File: src/rtl/hcmb_pkg.sv
`timescale 1ns / 1ps
// ----------------------------------------------------------------------------
// hcmb_pkg
// Shared types and constants of the handheld console memory bus: command
// codes, the address map, the classified operation record and the result.
// ----------------------------------------------------------------------------
package hcmb_pkg;

    localparam int AddrBits     = 16;
    localparam int DataBits     = 8;
    localparam int BootRomBytes = 256;
    localparam int BootAddrBits = $clog2(BootRomBytes);
    localparam int MemDepth     = 1 << AddrBits;
    localparam int QueueDepth   = 2;

    // Stream payload widths; the data widths are padded to whole bytes.
    localparam int InDataBits   = 32;
    localparam int InUserBits   = 3;
    localparam int OutDataBits  = 24;

    typedef logic [AddrBits-1:0] t_addr;
    typedef logic [DataBits-1:0] t_byte;

    typedef enum logic [2:0] {
        CMD_CPU_RD    = 3'd0,
        CMD_CPU_WR    = 3'd1,
        CMD_RAW_RD    = 3'd2,
        CMD_RAW_WR    = 3'd3,
        CMD_BOOT_LOAD = 3'd4
    } t_cmd;

    typedef enum logic [1:0] {
        PPU_HBLANK   = 2'd0,
        PPU_VBLANK   = 2'd1,
        PPU_OAM_SCAN = 2'd2,
        PPU_TRANSFER = 2'd3
    } t_ppu_mode;

    localparam t_addr VramLo       = 16'h8000;
    localparam t_addr VramHi       = 16'h9FFF;
    localparam t_addr WramLo       = 16'hC000;
    localparam t_addr EchoLo       = 16'hE000;
    localparam t_addr MirrorSpan   = 16'h1E00;
    localparam t_addr WramHi       = WramLo + MirrorSpan - 16'd1;
    localparam t_addr EchoHi       = EchoLo + MirrorSpan - 16'd1;
    localparam t_addr MirrorOffset = EchoLo - WramLo;
    localparam t_addr OamLo        = 16'hFE00;
    localparam t_addr OamHi        = 16'hFE9F;
    localparam t_addr HramLo       = 16'hFF80;
    localparam t_addr HramHi       = 16'hFFFE;
    localparam t_addr RegDiv       = 16'hFF04;
    localparam t_addr RegLcdc      = 16'hFF40;
    localparam t_addr RegLy        = 16'hFF44;
    localparam t_addr RegDma       = 16'hFF46;
    localparam t_addr BootLimit    = 16'h0100;
    localparam t_addr BootRomEnd   = t_addr'(BootRomBytes);
    localparam t_byte DmaPageLimit = 8'hE0;
    localparam t_byte DivClear     = 8'h00;
    localparam t_byte ZeroByte     = 8'h00;

    typedef enum logic [2:0] {
        OP_NONE,
        OP_RD_MAIN,
        OP_RD_BOOT,
        OP_WR_MAIN,
        OP_WR_MIRROR,
        OP_WR_BOOT
    } t_op_kind;

    typedef struct packed {
        t_op_kind kind;
        t_addr    addr;
        t_addr    mirror_addr;
        t_byte    wdata;
        logic     applied;
        logic     dma_start;
        t_byte    dma_page;
    } t_op;

    typedef struct packed {
        t_byte read_data;
        logic  write_applied;
        logic  dma_start;
        t_byte dma_page;
    } t_result;

    typedef enum logic [1:0] {
        BK_IDLE,
        BK_MIRROR,
        BK_READ
    } t_back_state;

endpackage

File: src/rtl/hcmb_fifo.sv
`timescale 1ns / 1ps
// ----------------------------------------------------------------------------
// hcmb_fifo
// Short queue of classified operations between the front and back parts.
// ----------------------------------------------------------------------------
module hcmb_fifo #(
    parameter int DEPTH = hcmb_pkg::QueueDepth
) (
    input  logic          i_clk,
    input  logic          i_rst_n,
    input  logic          i_push,
    input  hcmb_pkg::t_op i_op,
    output logic          o_full,
    input  logic          i_pop,
    output logic          o_valid,
    output hcmb_pkg::t_op o_op
);
    import hcmb_pkg::*;

    localparam int PtrBits = (DEPTH > 1) ? $clog2(DEPTH) : 1;
    localparam int CntBits = $clog2(DEPTH + 1);
    localparam logic [PtrBits-1:0] LastPtr = PtrBits'(DEPTH - 1);
    localparam logic [CntBits-1:0] FullCnt = CntBits'(DEPTH);

    t_op                r_entries [DEPTH];
    logic [PtrBits-1:0] r_wr_ptr;
    logic [PtrBits-1:0] n_wr_ptr;
    logic [PtrBits-1:0] r_rd_ptr;
    logic [PtrBits-1:0] n_rd_ptr;
    logic [CntBits-1:0] r_count;
    logic [CntBits-1:0] n_count;

    always_comb begin
        n_wr_ptr = r_wr_ptr;
        n_rd_ptr = r_rd_ptr;
        n_count  = r_count;
        if (i_push) begin
            n_wr_ptr = (r_wr_ptr == LastPtr) ? '0 : r_wr_ptr + 1'b1;
        end
        if (i_pop) begin
            n_rd_ptr = (r_rd_ptr == LastPtr) ? '0 : r_rd_ptr + 1'b1;
        end
        if (i_push && !i_pop) begin
            n_count = r_count + 1'b1;
        end else if (i_pop && !i_push) begin
            n_count = r_count - 1'b1;
        end
    end

    always_ff @(posedge i_clk) begin
        if (!i_rst_n) begin
            r_wr_ptr <= '0;
            r_rd_ptr <= '0;
            r_count  <= '0;
        end else begin
            r_wr_ptr <= n_wr_ptr;
            r_rd_ptr <= n_rd_ptr;
            r_count  <= n_count;
        end
    end

    always_ff @(posedge i_clk) begin
        if (i_push) begin
            r_entries[r_wr_ptr] <= i_op;
        end
    end

    assign o_full  = (r_count == FullCnt);
    assign o_valid = (r_count != '0);
    assign o_op    = r_entries[r_rd_ptr];

endmodule

File: config.mk
export PLATFORM = sky130hd
export DESIGN_NAME = hcmb_fifo
export DESIGN_NICKNAME = d
export VERILOG_FILES = /design/src/rtl/hcmb_pkg.sv /design/src/rtl/hcmb_fifo.sv
export SDC_FILE = /design/constraint.sdc
export NUM_CORES = 1
export LEC_CHECK = 0
export BUFFER_PORTS_ARGS = -buffer_cell sky130_fd_sc_hd__buf_2
export CAP_MARGIN = 15
export CORE_ASPECT_RATIO = 0.5
export CORE_MARGIN = 2
export CORE_UTILIZATION = 31
export CTS_BUF_LIST = sky130_fd_sc_hd__clkbuf_8
export DETAILED_ROUTE_END_ITERATION = 6
export PLACE_DENSITY = 0.61
export SLEW_MARGIN = 20
export SYNTH_ARGS = -nofsm -noshare
export SYNTH_HDL_FRONTEND = slang
export SYNTH_SLANG_ARGS = --single-unit
File: constraint.sdc
create_clock -name i_clk -period 3.2 [get_ports i_clk]
set_input_delay 0.48 -clock i_clk [delete_from_list [all_inputs] [get_ports i_clk]]
set_output_delay 0.48 -clock i_clk [all_outputs]
set_load 0.005 [all_outputs]
==> flow_summary.json <==
{
  "cts_buffer_depth": 2,
  "synth_nets": 245,
  "first_pass_iters": 4,
  "r2r_slack_ps": 1590,
  "ys_seq_area_share_pct": 80.8,
  "overflow": 0,
  "area_growth_pct": 23.7,
  "post-route-min-period_ps": 2380,
  "synth_area_leaders": "edfxtp_1 78%, mux2_2 15%, dfxtp_1 2.5%",
  "status": "finished, final reports clean",
  "end_kind": "output pin",
  "cts_made_buffers": 9,
  "cts_tree": "done",
  "vias": 2058,
  "synth_cell_types": 17,
  "yosysTopAreaCell": "edfxtp_1",
  "timing.fmax_mhz": 420,
  "synthMuxAreaShare_pct": 14.7,
  "synth_cells": 187,
  "final_area_um2": 5030,
  "std_cell_rows": 29,
  "cts_resized": 0,
  "synth_seq_cells": 111,
  "ir_worst_vdd_mv": 0.220,
  "drive_above_1_share_pct": 59.6,
  "route.detailed.drc": 0,
  "rsz0062_at_grt": "no",
  "grt_max_degree": 30,
  "routed_wl_um": 7420,
  "required_ps": 2720,
  "final_max_slew_viol_count": 0,
  "yosysTopAreaCellShare_pct": 78.3,
  "fp.dieH_um": 85.0,
  "design.die.area_um2": 14100,
  "yosys-top-cells-count": "106 x edfxtp_1, 53 x mux2_2, 5 x buf_6, 5 x dfxtp_1, 4 x and2_1",
  "synth_fa_ha_area_share_pct": 0.308,
  "cap_violations": 0,
  "drtIter0Drc": 69,
  "synth_xor_area_share_pct": 0.647,
  "cts.reportedPaths.clkPinSlew_ps": 100,
  "netlist_area_um2": 4060,
  "finalSetupTns_ps": 0,
  "grt_util_all_layers_pct": 10.6,
  "initial_core_util_pct": 31.9,
  "ys_warn_count": 0,
  "postCtsSetupRepairBufs": 0,
  "fillers": 1187,
  "postRouteAntennaNets": 0,
  "wl_per_cell_um": 15.4,
  "cts.sinks": 111,
  "worstPathMaxFanout": 29,
  "synth_compound_area_share_pct": 0.493,
  "fin_nets": 365,
  "antenna_found_initial": 0,
  "setup_violations": 0,
  "viasPerCell": 4.27,
  "grt_pass1_vias": 2242,
  "post-dp-hpwl_um": 5210,
  "die_w_um": 166,
  "synth_edf_count": 106,
  "cts_hold_buf": 0,
  "multi_input_area_um2": 723,
  "syn_avg_cell_area_um2": 21.7,
  "yosys.area_share.simple_pct": 1.45,
  "worstSetupPathType": "register to output pin",
  "relSlewSlack_pct": 45.9,
  "cts-root-buf": "clkbuf_8",
  "hold_class": "primary input to register",
  "io_pins": 112,
  "ff_latch_area_um2": 3280,
  "antennaDiodeCount": 0,
  "htree_num_levels": 3,
  "hold_violations": 0,
  "worstMarginPinSlew_ps": 810,
  "fin_worst_skew_ps": 11.1,
  "synth-main-ff-cell": "edfxtp_1",
  "yosysMostFrequentCell": "edfxtp_1",
  "synth_top_family_by_area": "multiplexers",
  "dpl-instance-area_um2": 4830,
  "final.period_utilization_pct": 74.4,
  "coreArea_um2": 12700,
  "synth-async-reset-ratio_pct": 0,
  "critPathLaunchType": "register",
  "leakagePower_nw": 1.87,
  "place.gp.congestion": 0.702,
  "arrival_ps": 1900,
  "grt_pass1_wl_um": 11300,
  "clock_latency_ps": 360,
  "power.density_nw_per_um2": 556,
  "io_buffers": 111
}
## per-stage QoR
stage	std cells	total power [mW]	utilization, %	hold slack, ps	setup WS (ps)
after floorplan	187	1.89	-	461	876
after global placement	466	2.03	38.0	471	1230
after detailed placement	466	2.04	38.0	521	1190
after CTS	482	2.84	39.5	280	771
after global routing	482	2.93	39.5	269	686
final	482	2.80	39.5	304	820
## kinds of logic (layout without fill, tap and decap cells)
logic type               after synthesis  in the layout
buffers and inverters                  7            132
AO/OA/AOI/OAI                          3              3
AND/OR/NAND/NOR                        9              9
flip-flops                           111            111
XOR/XNOR                               3              3
multiplexers                          53             53
adder cells (fa/ha/maj)                1              1
## worst paths after layout
path                                start                         end  cells after the start
setup reg to reg    r_wr_ptr$_SDFFE_PN0P_  r_entries[0][33]$_DFFE_PP_                      2
hold / removal                   i_op[41]  r_entries[1][41]$_DFFE_PP_                      1
setup / recovery                 register                     o_op[4]                      3
hold reg to reg   r_count[1]$_SDFFE_PN0P_     r_count[1]$_SDFFE_PN0P_                      2
## registers in the layout, summed over array words and instances, names as in the netlist, named ones only
signal / cells
r_count: 2
r_rd_ptr: 1
r_wr_ptr: 1
r_entries: 106
## cells in the final DEF (no fill, tap or decap), drive strengths merged
master and instances:
clkinv 2, ha 1, buf 115, xor2 2, or3 1, and2 4
or2 1, a21boi 1, bufinv 1, dfxtp 5, xnor2 1, inv 3
and2b 1, o21ai 1, o21a 1, clkinvlp 1, edfxtp 106, clkbuf 10
mux2 53, nor2b 2
## power breakdown
part / total [mW] / switching [mW] / internal, mW
clock network: 0.796 / 0.422 / 0.374
registers: 1.71 / 0.0330 / 1.67
logic: 0.293 / 0.130 / 0.163
total: 2.80 / 0.585 / 2.21
## worst max-delay path: stages (launching register included)
cell	delay (ps)
dfxtp_2	750
buf_12	280
mux2_2	360
buf_2	130
## cell type report
cell class	count	area share, %
clock buffers	10	2.74
clock inverters	6	1.07
inverters	1	0.0747
multi-input cells	69	14.4
flip-flops and latches	111	65.3
well taps	170	4.23
repair buffers	115	12.1
## per-layer routing
metal | routed length (um) | vias to the layer above | GRT usage, %
met4 | 83 | 0 | 3.48
met1 | 2760 | 1039 | 10.6
met5 | 0 | - | 0
met2 | 4290 | 39 | 21.0
met3 | 282 | 8 | 3.26
li1 | - | 972 | -
Power figures use the tool's default switching activity.
