[config.mk]
export PLATFORM = sky130hd
export DESIGN_NAME = hcmb_front
export DESIGN_NICKNAME = d
export VERILOG_FILES = /design/src/rtl/hcmb_pkg.sv /design/src/rtl/hcmb_front.sv
export SDC_FILE = /design/constraint.sdc
export NUM_CORES = 1
export LEC_CHECK = 0
export ABC_AREA = 0
export BUFFER_PORTS_ARGS = -buffer_cell sky130_fd_sc_hd__buf_2
export CAP_MARGIN = 20
export CORE_MARGIN = 2
export CORE_UTILIZATION = 39
export DETAILED_ROUTE_END_ITERATION = 12
export GPL_TIMING_DRIVEN = 0
export HOLD_SLACK_MARGIN = 0.12
export PLACE_DENSITY_LB_ADDON = 0.12
export SYNTH_ARGS = -nofsm -noshare
export SYNTH_HDL_FRONTEND = slang
export SYNTH_SLANG_ARGS = --single-unit
[constraint.sdc]
create_clock -name i_clk -period 9.2 [get_ports i_clk]
set_input_delay 2.76 -clock i_clk [delete_from_list [all_inputs] [get_ports i_clk]]
set_output_delay 2.76 -clock i_clk [all_outputs]
set_load 0.005 [all_outputs]
[src/rtl/hcmb_pkg.sv]
`timescale 1ns / 1ps
// ----------------------------------------------------------------------------
// hcmb_pkg
// Shared types and constants of the handheld console memory bus: command
// codes, the address map, the classified operation record and the result.
// ----------------------------------------------------------------------------
package hcmb_pkg;

    localparam int AddrBits     = 16;
    localparam int DataBits     = 8;
    localparam int BootRomBytes = 256;
    localparam int BootAddrBits = $clog2(BootRomBytes);
    localparam int MemDepth     = 1 << AddrBits;
    localparam int QueueDepth   = 2;

    // Stream payload widths; the data widths are padded to whole bytes.
    localparam int InDataBits   = 32;
    localparam int InUserBits   = 3;
    localparam int OutDataBits  = 24;

    typedef logic [AddrBits-1:0] t_addr;
    typedef logic [DataBits-1:0] t_byte;

    typedef enum logic [2:0] {
        CMD_CPU_RD    = 3'd0,
        CMD_CPU_WR    = 3'd1,
        CMD_RAW_RD    = 3'd2,
        CMD_RAW_WR    = 3'd3,
        CMD_BOOT_LOAD = 3'd4
    } t_cmd;

    typedef enum logic [1:0] {
        PPU_HBLANK   = 2'd0,
        PPU_VBLANK   = 2'd1,
        PPU_OAM_SCAN = 2'd2,
        PPU_TRANSFER = 2'd3
    } t_ppu_mode;

    localparam t_addr VramLo       = 16'h8000;
    localparam t_addr VramHi       = 16'h9FFF;
    localparam t_addr WramLo       = 16'hC000;
    localparam t_addr EchoLo       = 16'hE000;
    localparam t_addr MirrorSpan   = 16'h1E00;
    localparam t_addr WramHi       = WramLo + MirrorSpan - 16'd1;
    localparam t_addr EchoHi       = EchoLo + MirrorSpan - 16'd1;
    localparam t_addr MirrorOffset = EchoLo - WramLo;
    localparam t_addr OamLo        = 16'hFE00;
    localparam t_addr OamHi        = 16'hFE9F;
    localparam t_addr HramLo       = 16'hFF80;
    localparam t_addr HramHi       = 16'hFFFE;
    localparam t_addr RegDiv       = 16'hFF04;
    localparam t_addr RegLcdc      = 16'hFF40;
    localparam t_addr RegLy        = 16'hFF44;
    localparam t_addr RegDma       = 16'hFF46;
    localparam t_addr BootLimit    = 16'h0100;
    localparam t_addr BootRomEnd   = t_addr'(BootRomBytes);
    localparam t_byte DmaPageLimit = 8'hE0;
    localparam t_byte DivClear     = 8'h00;
    localparam t_byte ZeroByte     = 8'h00;

    typedef enum logic [2:0] {
        OP_NONE,
        OP_RD_MAIN,
        OP_RD_BOOT,
        OP_WR_MAIN,
        OP_WR_MIRROR,
        OP_WR_BOOT
    } t_op_kind;

    typedef struct packed {
        t_op_kind kind;
        t_addr    addr;
        t_addr    mirror_addr;
        t_byte    wdata;
        logic     applied;
        logic     dma_start;
        t_byte    dma_page;
    } t_op;

    typedef struct packed {
        t_byte read_data;
        logic  write_applied;
        logic  dma_start;
        t_byte dma_page;
    } t_result;

    typedef enum logic [1:0] {
        BK_IDLE,
        BK_MIRROR,
        BK_READ
    } t_back_state;

endpackage

[src/rtl/hcmb_front.sv]
`timescale 1ns / 1ps
// ----------------------------------------------------------------------------
// hcmb_front
// Accepts bus accesses, applies the bus rules and turns each into one
// classified memory operation for the queue. Holds the boot overlay flag.
// ----------------------------------------------------------------------------
module hcmb_front (
    input  logic                    i_clk,
    input  logic                    i_rst_n,
    input  logic                    i_cfg_we,
    input  logic                    i_cfg_wdata,
    input  logic                    i_valid,
    output logic                    o_ready,
    input  logic [2:0]              i_cmd,
    input  hcmb_pkg::t_addr         i_addr,
    input  hcmb_pkg::t_byte         i_write_data,
    input  logic [1:0]              i_ppu_mode,
    input  logic                    i_dma_active,
    input  logic                    i_queue_full,
    output logic                    o_push,
    output hcmb_pkg::t_op           o_op
);
    import hcmb_pkg::*;

    logic r_boot_overlay;
    logic in_hram;
    logic mode_transfer;
    logic mode_oam_scan;

    always_ff @(posedge i_clk) begin
        if (!i_rst_n) begin
            r_boot_overlay <= 1'b1;
        end else if (i_cfg_we) begin
            r_boot_overlay <= i_cfg_wdata;
        end
    end

    assign in_hram       = (i_addr >= HramLo) && (i_addr <= HramHi);
    assign mode_transfer = (t_ppu_mode'(i_ppu_mode) == PPU_TRANSFER);
    assign mode_oam_scan = (t_ppu_mode'(i_ppu_mode) == PPU_OAM_SCAN);

    always_comb begin
        o_op             = '0;
        o_op.kind        = OP_NONE;
        o_op.addr        = i_addr;
        o_op.mirror_addr = i_addr;
        o_op.wdata       = i_write_data;
        o_op.applied     = 1'b0;
        o_op.dma_start   = 1'b0;
        o_op.dma_page    = ZeroByte;
        unique case (t_cmd'(i_cmd))
            CMD_CPU_RD: begin
                if (r_boot_overlay && (i_addr < BootLimit) && (i_addr < BootRomEnd)) begin
                    o_op.kind = OP_RD_BOOT;
                end else begin
                    o_op.kind = OP_RD_MAIN;
                end
            end
            CMD_RAW_RD: begin
                o_op.kind = OP_RD_MAIN;
            end
            CMD_RAW_WR: begin
                o_op.kind    = OP_WR_MAIN;
                o_op.applied = 1'b1;
            end
            CMD_BOOT_LOAD: begin
                if (i_addr < BootRomEnd) begin
                    o_op.kind    = OP_WR_BOOT;
                    o_op.applied = 1'b1;
                end
            end
            CMD_CPU_WR: begin
                // During DMA only high RAM stays reachable from the CPU.
                if (i_dma_active && !in_hram) begin
                    o_op.kind = OP_NONE;
                end else if ((i_addr >= VramLo) && (i_addr <= VramHi)) begin
                    if (!mode_transfer) begin
                        o_op.kind    = OP_WR_MAIN;
                        o_op.applied = 1'b1;
                    end
                end else if ((i_addr >= WramLo) && (i_addr <= WramHi)) begin
                    o_op.kind        = OP_WR_MIRROR;
                    o_op.mirror_addr = i_addr + MirrorOffset;
                    o_op.applied     = 1'b1;
                end else if ((i_addr >= EchoLo) && (i_addr <= EchoHi)) begin
                    o_op.kind        = OP_WR_MIRROR;
                    o_op.mirror_addr = i_addr - MirrorOffset;
                    o_op.applied     = 1'b1;
                end else if ((i_addr >= OamLo) && (i_addr <= OamHi)) begin
                    if (!mode_transfer && !mode_oam_scan) begin
                        o_op.kind    = OP_WR_MAIN;
                        o_op.applied = 1'b1;
                    end
                end else if (i_addr == RegDiv) begin
                    o_op.kind    = OP_WR_MAIN;
                    o_op.wdata   = DivClear;
                    o_op.applied = 1'b1;
                end else if (i_addr == RegLy) begin
                    o_op.kind = OP_NONE;
                end else if (i_addr == RegDma) begin
                    if (i_write_data < DmaPageLimit) begin
                        o_op.kind      = OP_WR_MAIN;
                        o_op.applied   = 1'b1;
                        o_op.dma_start = 1'b1;
                        o_op.dma_page  = i_write_data;
                    end
                end else begin
                    // Ordinary locations, LCDC included, simply store.
                    o_op.kind    = OP_WR_MAIN;
                    o_op.applied = 1'b1;
                end
            end
            default: begin
                o_op.kind = OP_NONE;
            end
        endcase
    end

    assign o_ready = !i_queue_full;
    assign o_push  = i_valid && !i_queue_full;

endmodule

==> impl_metrics.ini, run 1 <==
[setup_path]
worst-path-buf-inv = 2
endpoint_kind = output pin
slowest_stage = or4bb_1
worstPathCellList = buf_2 -> ha_1 -> or4bb_1 -> nor4_4 -> a21oi_2 -> or2_4 -> o31ai_2 -> buf_2
critPathTopFamily = simple AND/OR/NAND/NOR gates
critPathRequiredTime_ns = 6.44
arrival_ns = 4.69
cpMostUsedCell = buf_2
critical-path-max-stage-delay_ns = 0.55
critPathMaxFanout = 9
cp-start-kind = input pin
crit_type = input pin to output pin

[timing]
setup_tns_ns = 0
fin_crit_ns = 7.45
clock.fmax_mhz = 134
rsz0062_at_grt = false
slew_violations = 0
slew-limit-headroom = 0.627
finClkSkew_ns = 0
period_share = 0.810
fin_hold_ws_ns = 0.482
hold_viol_final = 0
setup_violations = 0
worst_pin_slew_ns = 0.554

[cells_and_area]
antenna_cells = 0
drive_above_1_share = 0.614
regMostFlops = r_boot_overlay
syn_to_final_growth_pct = 53.4
post-route-util = 0.623
stdcell_count = 243
design_area_um2 = 1370
reg_top3 = r_boot_overlay (1)
finalNetCount = 255
largest_reg_flops = 1
final.fill_count = 217

[drt]
vias = 1183
drt_pass1_iterations = 4
drt_iter0_markers = 16
vias_per_cell = 4.87
antenna_left = 0
wl_per_cell_um = 10.5
drcViolationCount = 0
routed_wirelength_um = 2540

[yosys]
synth.area.top_cells = buf_4 24%, and2_1 11%, nand2_1 3.8%, nand3_1 3.4%, nor2_1 3.0%
async_flop_share = 0
yosysSeqAreaShare = 0.0225
synth_top_area_frac = 0.245
synth_area_um2 = 890
ys_warn_count = 0
post-synth-top-area-cell = buf_4
synth_cells = 127
synth_ff_type = dfxtp_1
ys_seq_elements = 1
synth.distinct_cells = 47
syn_nets = 165
synth_edf_count = 0
avgSynthCellArea_um2 = 7.00

[grt]
first_global_vias = 928
grt_pass1_wl_um = 3840
grt_antenna_before_repair = 0
gr-total-overflow = 0
grt_max_degree = 11
grtUsageTotal = 0.174

[cts]
cts.hold.buffers_added = 0
cts_resized = 0
clkLatencyLatePin_ns = 0
cts_setup_buffers = 0
clkTransAtPathRegs_ns = 0

[placement]
place_area_um2 = 1370
place.gp.congestion = 0.766
dp_hpwl_um = 2240
placed_cells = 243
numPortBuffers = 88

[die]
io_pins = 91
core_area_um2 = 2190
dieArea_um2 = 2680
die_w_um = 51.8
die_height_um = 51.8
row_count = 17
initial_core_util = 0.406

[worst_hold_path]
hp-class = flop to flop

[power]
p_leak_uw = 0.000761
peakVddDrop_uv = 33.5
p_per_area_nw_per_um2 = 37.7

[run]
maxCapViolations = 0

[outcome]
status = completed
==> stage by stage <==
stage	worst slack [ns]	total power [µW]
after floorplan	2.17	28.9
after global placement	1.73	50.8
after detailed placement	1.73	51.7
after CTS	1.73	51.8
after global routing	1.63	56.6
final	1.75	51.4
==> where the power goes <==
group | leakage [µW] | internal, µW | switching (µW) | total [µW]
sequential | 0.00000829 | 4.70 | 0.167 | 4.86
clock | 0 | 0 | 0 | 0
combinational | 0.000753 | 26.0 | 20.5 | 46.6
==> logic make-up after synthesis <==
kind of cell    Yosys count  synth area share
compound gates           20             0.177
flops                     1            0.0225
simple gates             65             0.470
xor+xnor                  1           0.00985
mux                       1            0.0113
buf+inv                  37             0.281
fa+ha+maj                 2            0.0281
==> worst paths after layout <==
| check | from | end | slack, ns | cells after the start |
|---|---|---|---|---|
| min | r_boot_overlay | r_boot_overlay | 0.48 | 2 |
| min reg2reg | r_boot_overlay | r_boot_overlay | 0.48 | 2 |
| max | i_addr[14] | o_op[32] | 1.75 | 8 |
| max reg2reg | r_boot_overlay | r_boot_overlay | 8.61 | 2 |
==> synthesized netlist by cell type, types with 2 or more instances <==
master	count
and2_1	15
a21oi_1	2
nor2_1	7
inv_1	4
nor4_1	4
nand3_1	6
nand2_1	9
o22ai_1	2
o21ai_0	4
buf_1	2
nor3_1	3
nand4_1	4
ha_1	2
buf_4	29
nor2b_1	2
==> worst min-delay path: cells and delay by family (launching register included) <==
kind | cells | cell delay [ns]
flip-flops | 1 | 0.32
multiplexers | 1 | 0.07
AND/OR/NAND/NOR | 1 | 0.06
==> cell type report <==
cell class / instances / area, µm² / area share
Sequential cell: 1 / 20.0 / 0.0147
Inverter: 4 / 15.0 / 0.0110
Buffer: 33 / 235 / 0.172
Tap cell: 28 / 35.0 / 0.0257
Timing Repair Buffer: 88 / 440 / 0.323
Multi-Input combinational cell: 89 / 619 / 0.454
==> per-layer routing <==
layer | vias to the layer above | global-route usage | part of all wire
met5 | - | 0 | 0
li1 | 601 | - | -
met4 | 0 | 0.00439 | 0
met1 | 522 | 0.222 | 0.41
met2 | 60 | 0.333 | 0.51
met3 | 0 | 0.0144 | 0.088
==> layout by cell type (no fill, tap or decap), types with 2 or more instances in the layout <==
master	n
a21oi_1	2
and2_1	15
buf_1	2
buf_2	89
buf_4	29
ha_1	2
inv_1	4
nand2_1	9
nand3_1	6
nand4_1	4
nor2_1	7
nor2b_1	2
nor3_1	3
nor4_1	4
o21ai_0	4
o22ai_1	2
(Power assumes the default switching activity.)
==> run 2, diff against run 1 <==
- CORE_UTILIZATION: 39 -> 36
- clock period: 9.2 -> 7.35 ns (I/O delays scaled with it)
==> impl_metrics.ini, run 2 (synthesized netlist as in run 1, its figures left out) <==
[outcome]
status = completed

[setup_path]
arrival_ns = 4.15
cpMostUsedCell = buf_2
cp-start-kind = input pin
crit_type = input pin to output pin
critPathMaxFanout = 9
slowest_stage = or4bb_1
worst-path-buf-inv = 2
critPathTopFamily = simple AND/OR/NAND/NOR gates
worstPathCellList = buf_2 -> ha_1 -> or4bb_1 -> nor4_4 -> a21oi_2 -> or2_4 -> o31ai_2 -> buf_2
endpoint_kind = output pin
critPathRequiredTime_ns = 5.14
critical-path-max-stage-delay_ns = 0.54

[cts]
clkTransAtPathRegs_ns = 0
cts_setup_buffers = 0
cts.hold.buffers_added = 0
cts_resized = 0
clkLatencyLatePin_ns = 0

[timing]
rsz0062_at_grt = false
slew-limit-headroom = 0.620
clock.fmax_mhz = 157
hold_viol_final = 0
worst_pin_slew_ns = 0.565
setup_violations = 0
finClkSkew_ns = 0
fin_crit_ns = 6.35
period_share = 0.864
fin_hold_ws_ns = 0.477
setup_tns_ns = 0
slew_violations = 0

[die]
initial_core_util = 0.369
io_pins = 91
die_height_um = 53.7
row_count = 18
core_area_um2 = 2410
dieArea_um2 = 2880
die_w_um = 53.7

[cells_and_area]
final_common_cell = buf_2
largest_reg_flops = 1
reg_top3 = r_boot_overlay (1)
syn_to_final_growth_pct = 53.7
ff_latch_area_um2 = 20.0
final.fill_count = 241
finalNetCount = 255
drive_above_1_share = 0.614
antenna_cells = 0
regMostFlops = r_boot_overlay
multiInputGateArea_um2 = 619
layout_common_cells = 89 x buf_2, 29 x buf_4, 15 x and2_1

[drt]
vias_per_cell = 4.84
wl_per_cell_um = 10.6
antenna_left = 0
vias = 1185
drt_pass1_iterations = 4
drcViolationCount = 0
drt_iter0_markers = 14
routed_wirelength_um = 2590

[placement]
dp_hpwl_um = 2240
numPortBuffers = 88
place.gp.congestion = 0.776

[power]
p_int_uw = 38.5
p_leak_uw = 0.000761
power_uw = 64.7
peakVddDrop_uv = 40.4
seqPwrFrac = 0.093
p_per_area_nw_per_um2 = 47.3
power_frac_clock = 0
swShare = 0.405
switchingPower_uw = 26.2
p_comb_frac = 0.907

[grt]
grt_antenna_before_repair = 0
grtUsageTotal = 0.168
grt_max_degree = 11
grt_pass1_wl_um = 3840
gr-total-overflow = 0
first_global_vias = 929

[run]
maxCapViolations = 0

[worst_hold_path]
hp-class = flop to flop
## run 2: cell counts in the layout (fill, tap and decap cells not counted)
Identical to the previous run, type by type.
## run 2: metal layers
layer | GRT usage | share of wire
met4 | 0.0128 | 0
met5 | 0 | 0
met2 | 0.325 | 0.52
met1 | 0.211 | 0.41
met3 | 0.00278 | 0.070
## run 2: power groups by stage
stage                     Combinational [µW]  Clock [µW]  Sequential (µW)
after floorplan                         30.2           0             6.02
after global placement                  57.4           0             6.06
after detailed placement                58.8           0             6.05
after CTS                               59.0           0             6.05
after global routing                    65.5           0             6.08
final                                   58.6           0             6.04
## run 2: per-stage QoR
step                      instances  utilization  area (µm²)  setup slack [ns]
after floorplan                 127            -         890              1.43
after global placement          245        0.567        1370              1.03
after detailed placement        245        0.567        1370              1.01
after CTS                       245        0.567        1370              1.00
after global routing            245        0.567        1370             0.919
final                           245        0.567        1370             0.996
## run 2: worst paths after layout
| check | start | end | slack, ns | cells past startpoint |
|---|---|---|---|---|
| setup / recovery | i_addr[14] | o_op[32] | 1.0 | 8 |
| setup reg to reg | r_boot_overlay | r_boot_overlay | 6.75 | 2 |
| hold reg to reg | r_boot_overlay | r_boot_overlay | 0.48 | 2 |
| hold / removal | r_boot_overlay | r_boot_overlay | 0.48 | 2 |
## run 2: worst min-delay path: stages (launching register included)
cell	delay (ns)
dfxtp_1	0.31
mux2i_1	0.07
nand2_1	0.06
## run 2: area by class of cell
cell class / count / area share
sequential: 1 / 0.0146
timing repair buffer: 88 / 0.322
tap: 30 / 0.0274
buffer: 33 / 0.172
inverter: 4 / 0.0110
multi-input combinational: 89 / 0.453
